[config.mk]
export PLATFORM = sky130hd
export DESIGN_NAME = lru_expiring_cache_table_unit
export DESIGN_NICKNAME = d
export VERILOG_FILES = /design/src/lruct_pkg.sv /design/src/lru_expiring_cache_table_unit.sv /design/src/lruct_ram.sv /design/src/lruct_ctrl.sv /design/src/lruct_dp.sv
export SDC_FILE = /design/constraint.sdc
export NUM_CORES = 2
export LEC_CHECK = 0
export ABC_AREA = 1
export BUFFER_PORTS_ARGS = -buffer_cell sky130_fd_sc_hd__buf_2
export CORE_MARGIN = 2
export CORE_UTILIZATION = 40
export CTS_CLUSTER_SIZE = 24
export DETAILED_ROUTE_END_ITERATION = 8
export PLACE_DENSITY = 0.61
export SYNTH_ARGS = -nofsm -noshare
export SYNTH_HDL_FRONTEND = slang
export SYNTH_HIERARCHICAL = 1
export SYNTH_SLANG_ARGS = --single-unit
[constraint.sdc]
create_clock -name clk_i -period 10.7 [get_ports clk_i]
set_input_delay 0 -clock clk_i [delete_from_list [all_inputs] [get_ports clk_i]]
set_output_delay 0 -clock clk_i [all_outputs]
set_load 0.03 [all_outputs]
[src/lruct_pkg.sv]
// Shared types and codes for the LRU expiring cache table.
// Used by the controller, the datapath and the top level.
package lruct_pkg;

  // Request codes on req_type
  localparam logic [1:0] REQ_LOOKUP = 2'd0;
  localparam logic [1:0] REQ_TOUCH  = 2'd1;
  localparam logic [1:0] REQ_INSERT = 2'd2;
  localparam logic [1:0] REQ_REMOVE = 2'd3;

  // One table entry as stored in the entry RAM
  typedef struct packed {
    logic [63:0] key;
    logic [31:0] expires;
    logic        expires_valid;
    logic [31:0] modified;
    logic        modified_valid;
    logic [31:0] access;
  } entry_t;

  // How the result of a request is formed
  typedef enum logic [1:0] {
    FIN_HIT,
    FIN_MISS,
    FIN_WRITE,
    FIN_REMOVE
  } fin_kind_e;

  // Controller to datapath
  typedef struct packed {
    logic      load;      // latch the request fields
    logic      ptr_zero;
    logic      ptr_slot;
    logic      ptr_inc;
    logic      rd_en;
    logic      rd_next;   // read at ptr+1 instead of ptr
    logic      save;      // keep the touched entry
    logic      wr_shift;  // move entry ptr+1 down to ptr
    logic      wr_final;  // write the touched or new entry at the end slot
    logic      fin;
    fin_kind_e fin_kind;
  } dp_cmd_t;

  // Datapath to controller
  typedef struct packed {
    logic [1:0] req;
    logic       cnt_zero;
    logic       full;
    logic       slot_ok;
    logic       match;
    logic       ptr_last;  // ptr is the last valid entry
    logic       ptr_end;   // ptr equals the end slot
    logic       next_end;  // ptr+1 equals the end slot
  } dp_stat_t;

endpackage

[src/lru_expiring_cache_table_unit.sv]
// Top level of the LRU expiring cache table.
// Depends on lruct_pkg, lruct_ctrl, lruct_dp (which holds lruct_ram).

// Table of ENTRIES cached objects in least- to most-recently-used order,
// one request at a time. A request is taken when start is high and busy is
// low; its single result shows for one cycle with result_valid_o high, and
// must be captured then, since the block cannot be stalled. All entries sit
// in one RAM with one read and one write port, so time is set by how many
// entries a request walks: lookup compares valid entries in order until a
// match or the last one, touch shifts the entries above the slot down, insert
// shifts all entries down when evicting, and remove walks none. The result
// shows in the first cycle with busy low again, and a new item can be taken
// in that same cycle.
module lru_expiring_cache_table_unit
  import lruct_pkg::*;
#(
  parameter int ENTRIES = 8
) (
  input  logic        clk_i,
  input  logic        rst_ni,
  input  logic        start,
  output logic        busy,
  input  logic [1:0]  req_type_i,
  input  logic [63:0] key_i,
  input  logic [2:0]  slot_index_i,
  input  logic [31:0] now_time_i,
  input  logic [31:0] expires_time_i,
  input  logic        has_expires_i,
  input  logic [31:0] modified_time_i,
  input  logic        has_modified_i,
  input  logic [31:0] date_time_i,
  output logic        result_valid_o,
  output logic        hit_o,
  output logic        fresh_o,
  output logic [2:0]  found_index_o,
  output logic [31:0] revalidate_time_o,
  output logic [3:0]  fill_level_o,
  output logic        evicted_o
);

  dp_cmd_t  cmd;
  dp_stat_t stat;

  lruct_ctrl u_ctrl (
    .clk_i   (clk_i),
    .rst_ni  (rst_ni),
    .start_i (start),
    .stat_i  (stat),
    .cmd_o   (cmd),
    .busy_o  (busy)
  );

  lruct_dp #(
    .ENTRIES (ENTRIES)
  ) u_dp (
    .clk_i             (clk_i),
    .rst_ni            (rst_ni),
    .cmd_i             (cmd),
    .stat_o            (stat),
    .req_type_i        (req_type_i),
    .key_i             (key_i),
    .slot_index_i      (slot_index_i),
    .now_time_i        (now_time_i),
    .expires_time_i    (expires_time_i),
    .has_expires_i     (has_expires_i),
    .modified_time_i   (modified_time_i),
    .has_modified_i    (has_modified_i),
    .date_time_i       (date_time_i),
    .result_valid_o    (result_valid_o),
    .hit_o             (hit_o),
    .fresh_o           (fresh_o),
    .found_index_o     (found_index_o),
    .revalidate_time_o (revalidate_time_o),
    .fill_level_o      (fill_level_o),
    .evicted_o         (evicted_o)
  );

  // a result only follows a cycle in which an item was in work
  a_result_after_busy: assert property (@(posedge clk_i) disable iff (!rst_ni)
    result_valid_o |-> $past(busy))
    else $error("result without an item in work");

  // a miss or a write carries no freshness and no revalidation time
  a_miss_clean: assert property (@(posedge clk_i) disable iff (!rst_ni)
    (result_valid_o && !hit_o) |-> (!fresh_o && revalidate_time_o == '0))
    else $error("fresh or revalidate set without a hit");

  // eviction only when the table stays full
  a_evict_full: assert property (@(posedge clk_i) disable iff (!rst_ni)
    (result_valid_o && evicted_o) |-> (fill_level_o == 4'(ENTRIES) && !hit_o))
    else $error("eviction with table not full");

  // fill level never exceeds the table size
  a_fill_range: assert property (@(posedge clk_i) disable iff (!rst_ni)
    result_valid_o |-> ((ENTRIES > 15) || (32'(fill_level_o) <= 32'(ENTRIES))))
    else $error("fill level beyond table size");

endmodule

[src/lruct_ram.sv]
// Generic single-write, single-read RAM with a registered read port.
// No dependencies.
module lruct_ram #(
  parameter int WIDTH = 8,
  parameter int DEPTH = 8
) (
  input  logic                     clk_i,
  input  logic                     we_i,
  input  logic [$clog2(DEPTH)-1:0] waddr_i,
  input  logic [WIDTH-1:0]         wdata_i,
  input  logic                     re_i,
  input  logic [$clog2(DEPTH)-1:0] raddr_i,
  output logic [WIDTH-1:0]         rdata_o
);

  logic [WIDTH-1:0] mem_q [DEPTH];
  logic [WIDTH-1:0] rdata_q;

  always_ff @(posedge clk_i) begin
    if (we_i) begin
      mem_q[waddr_i] <= wdata_i;
    end
    if (re_i) begin
      rdata_q <= mem_q[raddr_i];
    end
  end

  assign rdata_o = rdata_q;

endmodule

[src/lruct_ctrl.sv]
// Sequencer for the LRU expiring cache table: steps the datapath through
// lookup scans and entry shifts. Depends on lruct_pkg.
module lruct_ctrl
  import lruct_pkg::*;
(
  input  logic     clk_i,
  input  logic     rst_ni,
  input  logic     start_i,
  input  dp_stat_t stat_i,
  output dp_cmd_t  cmd_o,
  output logic     busy_o
);

  localparam logic [3:0] S_IDLE    = 4'd0;
  localparam logic [3:0] S_DECODE  = 4'd1;
  localparam logic [3:0] S_LK_RD   = 4'd2;
  localparam logic [3:0] S_LK_CMP  = 4'd3;
  localparam logic [3:0] S_TC_RD   = 4'd4;
  localparam logic [3:0] S_TC_SAVE = 4'd5;
  localparam logic [3:0] S_SH_RD   = 4'd6;
  localparam logic [3:0] S_SH_WR   = 4'd7;
  localparam logic [3:0] S_FINAL   = 4'd8;

  logic [3:0] state_q, state_d;

  always_comb begin
    state_d = state_q;
    cmd_o   = '0;
    cmd_o.fin_kind = FIN_MISS;
    case (state_q)
      S_IDLE: begin
        if (start_i) begin
          cmd_o.load = 1'b1;
          state_d    = S_DECODE;
        end
      end
      S_DECODE: begin
        case (stat_i.req)
          REQ_LOOKUP: begin
            if (stat_i.cnt_zero) begin
              cmd_o.fin = 1'b1;
              state_d   = S_IDLE;
            end else begin
              cmd_o.ptr_zero = 1'b1;
              state_d        = S_LK_RD;
            end
          end
          REQ_TOUCH: begin
            if (!stat_i.slot_ok) begin
              cmd_o.fin = 1'b1;
              state_d   = S_IDLE;
            end else begin
              cmd_o.ptr_slot = 1'b1;
              state_d        = S_TC_RD;
            end
          end
          REQ_INSERT: begin
            if (stat_i.full) begin
              // evict: slide everything down one slot first
              cmd_o.ptr_zero = 1'b1;
              state_d        = S_SH_RD;
            end else begin
              state_d = S_FINAL;
            end
          end
          default: begin
            cmd_o.fin      = 1'b1;
            cmd_o.fin_kind = FIN_REMOVE;
            state_d        = S_IDLE;
          end
        endcase
      end
      S_LK_RD: begin
        cmd_o.rd_en = 1'b1;
        state_d     = S_LK_CMP;
      end
      S_LK_CMP: begin
        if (stat_i.match) begin
          cmd_o.fin      = 1'b1;
          cmd_o.fin_kind = FIN_HIT;
          state_d        = S_IDLE;
        end else if (stat_i.ptr_last) begin
          cmd_o.fin = 1'b1;
          state_d   = S_IDLE;
        end else begin
          cmd_o.ptr_inc = 1'b1;
          state_d       = S_LK_RD;
        end
      end
      S_TC_RD: begin
        cmd_o.rd_en = 1'b1;
        state_d     = S_TC_SAVE;
      end
      S_TC_SAVE: begin
        cmd_o.save = 1'b1;
        state_d    = stat_i.ptr_end ? S_FINAL : S_SH_RD;
      end
      S_SH_RD: begin
        cmd_o.rd_en   = 1'b1;
        cmd_o.rd_next = 1'b1;
        state_d       = S_SH_WR;
      end
      S_SH_WR: begin
        cmd_o.wr_shift = 1'b1;
        cmd_o.ptr_inc  = 1'b1;
        state_d        = stat_i.next_end ? S_FINAL : S_SH_RD;
      end
      S_FINAL: begin
        cmd_o.wr_final = 1'b1;
        cmd_o.fin      = 1'b1;
        cmd_o.fin_kind = FIN_WRITE;
        state_d        = S_IDLE;
      end
      default: begin
        state_d = S_IDLE;
      end
    endcase
  end

  always_ff @(posedge clk_i or negedge rst_ni) begin
    if (!rst_ni) begin
      state_q <= S_IDLE;
    end else begin
      state_q <= state_d;
    end
  end

  assign busy_o = (state_q != S_IDLE);

endmodule

[src/lruct_dp.sv]
// Datapath of the LRU expiring cache table: request latch, entry RAM,
// scan pointer, fill count and result registers. Depends on lruct_pkg, lruct_ram.
module lruct_dp
  import lruct_pkg::*;
#(
  parameter int ENTRIES = 8
) (
  input  logic        clk_i,
  input  logic        rst_ni,
  input  dp_cmd_t     cmd_i,
  output dp_stat_t    stat_o,
  input  logic [1:0]  req_type_i,
  input  logic [63:0] key_i,
  input  logic [2:0]  slot_index_i,
  input  logic [31:0] now_time_i,
  input  logic [31:0] expires_time_i,
  input  logic        has_expires_i,
  input  logic [31:0] modified_time_i,
  input  logic        has_modified_i,
  input  logic [31:0] date_time_i,
  output logic        result_valid_o,
  output logic        hit_o,
  output logic        fresh_o,
  output logic [2:0]  found_index_o,
  output logic [31:0] revalidate_time_o,
  output logic [3:0]  fill_level_o,
  output logic        evicted_o
);

  localparam int AW = $clog2(ENTRIES);
  localparam int CW = $clog2(ENTRIES + 1);
  localparam int SW = (CW > 3) ? CW : 3;
  localparam int IW = (AW > 3) ? AW : 3;
  localparam int FW = (CW > 4) ? CW : 4;
  localparam int EW = $bits(entry_t);

  // request latch
  logic [1:0]  req_q;
  logic [63:0] key_q;
  logic [2:0]  slot_q;
  logic [31:0] now_q;
  entry_t      new_q;

  logic [CW-1:0] cnt_q, cnt_d;
  logic [AW-1:0] ptr_q, ptr_d;
  entry_t        saved_q;

  entry_t        rdata;
  entry_t        wdata;
  entry_t        touched;
  logic [AW-1:0] end_ptr;
  logic [AW-1:0] ptr_nxt;
  logic [AW-1:0] raddr;
  logic [AW-1:0] waddr;
  logic [SW-1:0] slot_w;
  logic [SW-1:0] cnt_w;
  logic          full;
  logic          cnt_zero;

  logic        res_valid_q;
  logic        hit_q;
  logic        fresh_q;
  logic [2:0]  idx_q;
  logic [31:0] reval_q;
  logic [3:0]  fill_q;
  logic        evict_q;

  logic [IW-1:0] idx_ptr_w;
  logic [IW-1:0] idx_end_w;
  logic [FW-1:0] fill_w;
  logic [31:0]   reval_w;

  always_ff @(posedge clk_i) begin
    if (cmd_i.load) begin
      req_q                  <= req_type_i;
      key_q                  <= key_i;
      slot_q                 <= slot_index_i;
      now_q                  <= now_time_i;
      new_q.key              <= key_i;
      new_q.expires          <= expires_time_i;
      new_q.expires_valid    <= has_expires_i;
      new_q.modified         <= modified_time_i;
      new_q.modified_valid   <= has_modified_i;
      new_q.access           <= date_time_i;
    end
    if (cmd_i.save) begin
      saved_q <= touched;
    end
  end

  assign cnt_zero = (cnt_q == '0);
  assign full     = (cnt_q >= CW'(ENTRIES));
  assign slot_w   = SW'(slot_q);
  assign cnt_w    = SW'(cnt_q);
  assign ptr_nxt  = ptr_q + AW'(1);

  // last slot that the request writes
  always_comb begin
    if (req_q == REQ_TOUCH) begin
      end_ptr = AW'(cnt_q - CW'(1));
    end else if (full) begin
      end_ptr = AW'(ENTRIES - 1);
    end else begin
      end_ptr = cnt_q[AW-1:0];
    end
  end

  always_comb begin
    touched        = rdata;
    touched.access = now_q;
  end

  assign raddr = cmd_i.rd_next ? ptr_nxt : ptr_q;
  assign waddr = cmd_i.wr_shift ? ptr_q : end_ptr;

  always_comb begin
    if (cmd_i.wr_shift) begin
      wdata = rdata;
    end else if (req_q == REQ_TOUCH) begin
      wdata = saved_q;
    end else begin
      wdata = new_q;
    end
  end

  lruct_ram #(
    .WIDTH (EW),
    .DEPTH (ENTRIES)
  ) u_ram (
    .clk_i   (clk_i),
    .we_i    (cmd_i.wr_shift | cmd_i.wr_final),
    .waddr_i (waddr),
    .wdata_i (wdata),
    .re_i    (cmd_i.rd_en),
    .raddr_i (raddr),
    .rdata_o (rdata)
  );

  always_comb begin
    ptr_d = ptr_q;
    if (cmd_i.ptr_zero) begin
      ptr_d = '0;
    end else if (cmd_i.ptr_slot) begin
      ptr_d = slot_w[AW-1:0];
    end else if (cmd_i.ptr_inc) begin
      ptr_d = ptr_nxt;
    end
  end

  always_comb begin
    cnt_d = cnt_q;
    if (cmd_i.fin) begin
      if (cmd_i.fin_kind == FIN_WRITE && req_q == REQ_INSERT && !full) begin
        cnt_d = cnt_q + CW'(1);
      end else if (cmd_i.fin_kind == FIN_REMOVE && !cnt_zero) begin
        cnt_d = cnt_q - CW'(1);
      end
    end
  end

  always_ff @(posedge clk_i or negedge rst_ni) begin
    if (!rst_ni) begin
      cnt_q       <= '0;
      ptr_q       <= '0;
      res_valid_q <= 1'b0;
    end else begin
      cnt_q       <= cnt_d;
      ptr_q       <= ptr_d;
      res_valid_q <= cmd_i.fin;
    end
  end

  always_comb begin
    if (rdata.expires_valid) begin
      reval_w = rdata.expires;
    end else if (rdata.modified_valid) begin
      reval_w = rdata.modified;
    end else begin
      reval_w = rdata.access;
    end
  end

  assign idx_ptr_w = IW'(ptr_q);
  assign idx_end_w = IW'(end_ptr);
  assign fill_w    = FW'(cnt_d);

  always_ff @(posedge clk_i) begin
    if (cmd_i.fin) begin
      hit_q   <= 1'b0;
      fresh_q <= 1'b0;
      idx_q   <= '0;
      reval_q <= '0;
      evict_q <= 1'b0;
      fill_q  <= fill_w[3:0];
      case (cmd_i.fin_kind)
        FIN_HIT: begin
          hit_q   <= 1'b1;
          fresh_q <= rdata.expires_valid && (now_q < rdata.expires);
          idx_q   <= idx_ptr_w[2:0];
          reval_q <= reval_w;
        end
        FIN_WRITE: begin
          idx_q   <= idx_end_w[2:0];
          evict_q <= (req_q == REQ_INSERT) && full;
        end
        default: begin
        end
      endcase
    end
  end

  assign stat_o.req      = req_q;
  assign stat_o.cnt_zero = cnt_zero;
  assign stat_o.full     = full;
  assign stat_o.slot_ok  = (slot_w < cnt_w);
  assign stat_o.match    = (rdata.key == key_q);
  assign stat_o.ptr_last = (CW'(ptr_q) == (cnt_q - CW'(1)));
  assign stat_o.ptr_end  = (ptr_q == end_ptr);
  assign stat_o.next_end = (ptr_nxt == end_ptr);

  assign result_valid_o    = res_valid_q;
  assign hit_o             = hit_q;
  assign fresh_o           = fresh_q;
  assign found_index_o     = idx_q;
  assign revalidate_time_o = reval_q;
  assign fill_level_o      = fill_q;
  assign evicted_o         = evict_q;

endmodule
==> metrics.txt <==
outcome completed; Tcrit/Tclk final a little under half; Yosys top cell area share a little over two thirds; Gate Count Post-Synth around 7500; Clk pwr share between 20% and 30%; Fin Clk Skew between 0.04 and 0.05 ns; first-pass GRT wire length roughly 330000 um; DRT antenna net count 0; Final HPWL DP around 120000 um; Mapped Avg Cell Area roughly 11 um2; initial DRC count between 4000 and 5000; worst-margin pin slew around 1.2 ns; Mapped Area between 0.08 and 0.09 mm2; setup ws final between 5 and 6 ns; crit-path max cell delay between 0.8 and 0.9 ns; async set or reset register ratio after synthesis less than 1%; GR Util met3 2.77%; Clk Latency, worst-skew pair 0.86 ns; dpl cell area roughly 0.084 mm2; Synth cell types between 40 and 50; critical path endpoint category flip-flop; critical path type reg -> reg; Hold/Removal Path Class in -> reg; initial antenna violation count 4; RSZ-0062 raised after global routing no; Synth Warn # 6; Yosys top cell by area edfxtp_1; # rows roughly 160; CP Cell Sequence inv_1 > nor2_4 > nand3_1 > inv_1 > xor2_4 > buf_4 > buf_12 > buf_4 > buf_4 > nand2_1 > nand3_1 > nand2_1 > nand2_1 > nand2_1; post_cts resized 0; clock tree buffer depth 3; largest net degree at the start of global routing between 300 and 400; met2 Resource Use GR between 30 and 40%; net switching power between 8000 and 9000 uW; die height between 400 and 500 um; commonest cells after routing, fill and taps aside nand2_1, edfxtp_1, inv_1, nand3_1, dlygate4sd3_1; slew margin rel. around a fifth; CP max-delay cell buf_4; CP arrival 5.62 ns; Core Region about 0.2 mm2; design area between 0.09 and 0.1 mm2; DRC viols 0; Req. time, crit path between 10 and 15 ns; gr busiest metal met2; via density per instance 4.93; Worst VDD drop roughly 0.28 mV; register clock-pin slew on the reported worst setup and hold paths approximately 0.06 ns; met1 Use GR between 20% and 30%; Buffers on Ports about 250; drt first pass iters 6; most frequent CP cell nand2_1; Starting Density 40.3%; layout cells sized above 1 about 7.9%; Die Wd ~450 um; Lkg Pwr about 0.04 uW; Tot Pwr 24200 uW; top cells by area, synth edfxtp_1, nand2_1, inv_1; Worst setup SP type flip-flop; Max Fclk around 200 MHz; sequential area share after synthesis between 60% and 70%; final WL approximately 220000 um; Comb power frac 29.6%; switching part of the total 36.4%; Final Hold Viols 0; Nets 8296; CTS Buf Count between 150 and 200; Total GRT Usage 21.2%; # Post-CTS Setup Buffers 0; CTS tree built; sequential share of power 43.6%; IO Pins 246; clock root cell clkbuf_16; Via Count 53600; syn nets between 7000 and 8000; RePlAce Congestion 0.824; FILL cells around 18000; fin. max-slew vios 0; Synth Register Bits 1873; Synth Flop Type edfxtp_1; Post-synth EDFFs roughly 1900; # clock sinks between 1500 and 2000; power density over the cells about 260 mW/mm2; total grt overflow 0; P&R area growth vs syn 16.7%; min Tclk post-route roughly 5 ns; Setup WS pre-CTS 5.64 ns; H-tree lvl count 4; vias in the first global route 52500; most common cell after layout, fill and taps aside nand2_1; highest fanout seen on the critical path approximately 180; Setup-failing EPs final 0; routed len/inst 20.3 um; MaxCap Viol Count 0; die area about 0.20 mm2; internal power approximately 15000 uW; sum of negative setup slack 0 ns
==> routing by layer <==
metal  routed length, um  share of wire [%]
met1               87500                 40
met2              109000                 50
met3               13300                6.0
met4               10100                4.6
met5                  20             0.0091
==> final timing paths <==
path | startpoint | to | slack, ns | cells after the start
hold / removal | date_time_i[30] | u_dp/new_q[30]$_DFFE_PP_ | 0.06 | 2
hold reg to reg | u_dp/u_ram/rdata_o[65]$_DFFE_PP_ | u_dp/saved_q[65]$_DFFE_PP_ | 0.46 | 0
max in group asynchronous | rst_ni | u_ctrl/state_q[2]$_DFFE_PN0P_ | 9.97 | 3
min in group asynchronous | rst_ni | u_dp/result_valid_o$_DFF_PN0_ | 0.30 | 3
setup / recovery | u_ctrl/state_q[2]$_DFFE_PN0P_ | u_dp/u_ram/rdata_o[160]$_DFFE_PP_ | 5.66 | 14
setup reg to reg | u_ctrl/state_q[2]$_DFFE_PN0P_ | u_dp/u_ram/rdata_o[160]$_DFFE_PP_ | 5.66 | 14
==> logic make-up (layout without fill, tap and decap cells) <==
logic type,after synthesis,count (layout),share of synthesized area (%)
fa+ha+maj,36,36,0.560
mux,32,32,0.448
compound gates,300,300,2.19
buf+inv,1780,2492,9.17
flops,1873,1873,69.8
other cells,0,4,0
xor+xnor,58,58,0.631
simple gates,3426,3426,17.2
==> metrics by stage <==
step	std cells	hold slack (ns)	utilization [%]
global placement	10100	-0.0834	41.9
CTS	10900	0.00149	47.0
finish	10900	0.0645	47.0
detailed placement	10100	-0.0822	41.9
floorplan	7505	-0.296	-
global route	10900	0.0119	47.0
==> synth_stat cells, types with 2 or more instances <==
library cell,n
o22ai_1,5
or2_2,2
xor2_1,35
buf_1,17
nand3b_1,2
buf_6,34
buf_4,46
o21ai_0,60
nor3_1,16
nor2_2,6
o21ai_2,2
o21ai_1,9
nand4_1,5
mux2_2,32
o211ai_1,18
nand3_1,677
o21a_1,3
nor2_1,196
xnor2_1,23
nor4_1,4
inv_2,10
edfxtp_1,1861
clkbuf_1,42
a31oi_1,146
buf_2,199
ha_1,36
inv_1,1428
dfrtp_1,12
a21oi_1,53
nand2_1,2513
==> final cells by class <==
class / count / area (um2) / area share (%)
inverters: 1440 / 5470 / 5.83
multi-input cells: 3852 / 17000 / 18.1
well taps: 2656 / 3320 / 3.54
flip-flops and latches: 1873 / 56200 / 59.9
clock inverters: 116 / 988 / 1.05
repair buffers: 697 / 5770 / 6.15
diodes: 4 / 10.0 / 0.0107
clock buffers: 239 / 5110 / 5.44
==> state kept, by name (all words and copies together) (netlist names), 4 cells and up <==
register and flops:
u_ctrl/state_q 4, u_dp/cnt_q 4, u_dp/fill_level_o 4, u_dp/new_q 162, u_dp/now_q 32, u_dp/revalidate_time_o 32
u_dp/saved_q 162, u_dp/u_ram/mem_q 1296, u_dp/u_ram/rdata_o 162
==> worst max-delay path: cells and delay by family (launching register included) <==
kind / cells / cell delay, ns
buffers and inverters: 6 / 3.33
xor gates and xnor gates: 1 / 0.16
and+or+nand+nor: 7 / 0.68
DFF: 1 / 0.40
==> power by group through the flow <==
stage | clock network (uW) | logic (uW) | registers, uW
global placement | 0 | 6900 | 10700
CTS | 6630 | 7140 | 10600
global route | 6900 | 7910 | 10600
finish | 6510 | 7170 | 10600
floorplan | 0 | 4880 | 10600
detailed placement | 0 | 7000 | 10700
==> repair_timing <==
action	4_1_cts	5_1_grt
hold buffers	395	0
endpoints found under the hold margin	250	0
setup endpoints to repair	0	0
Power figures use the tool's default switching activity.
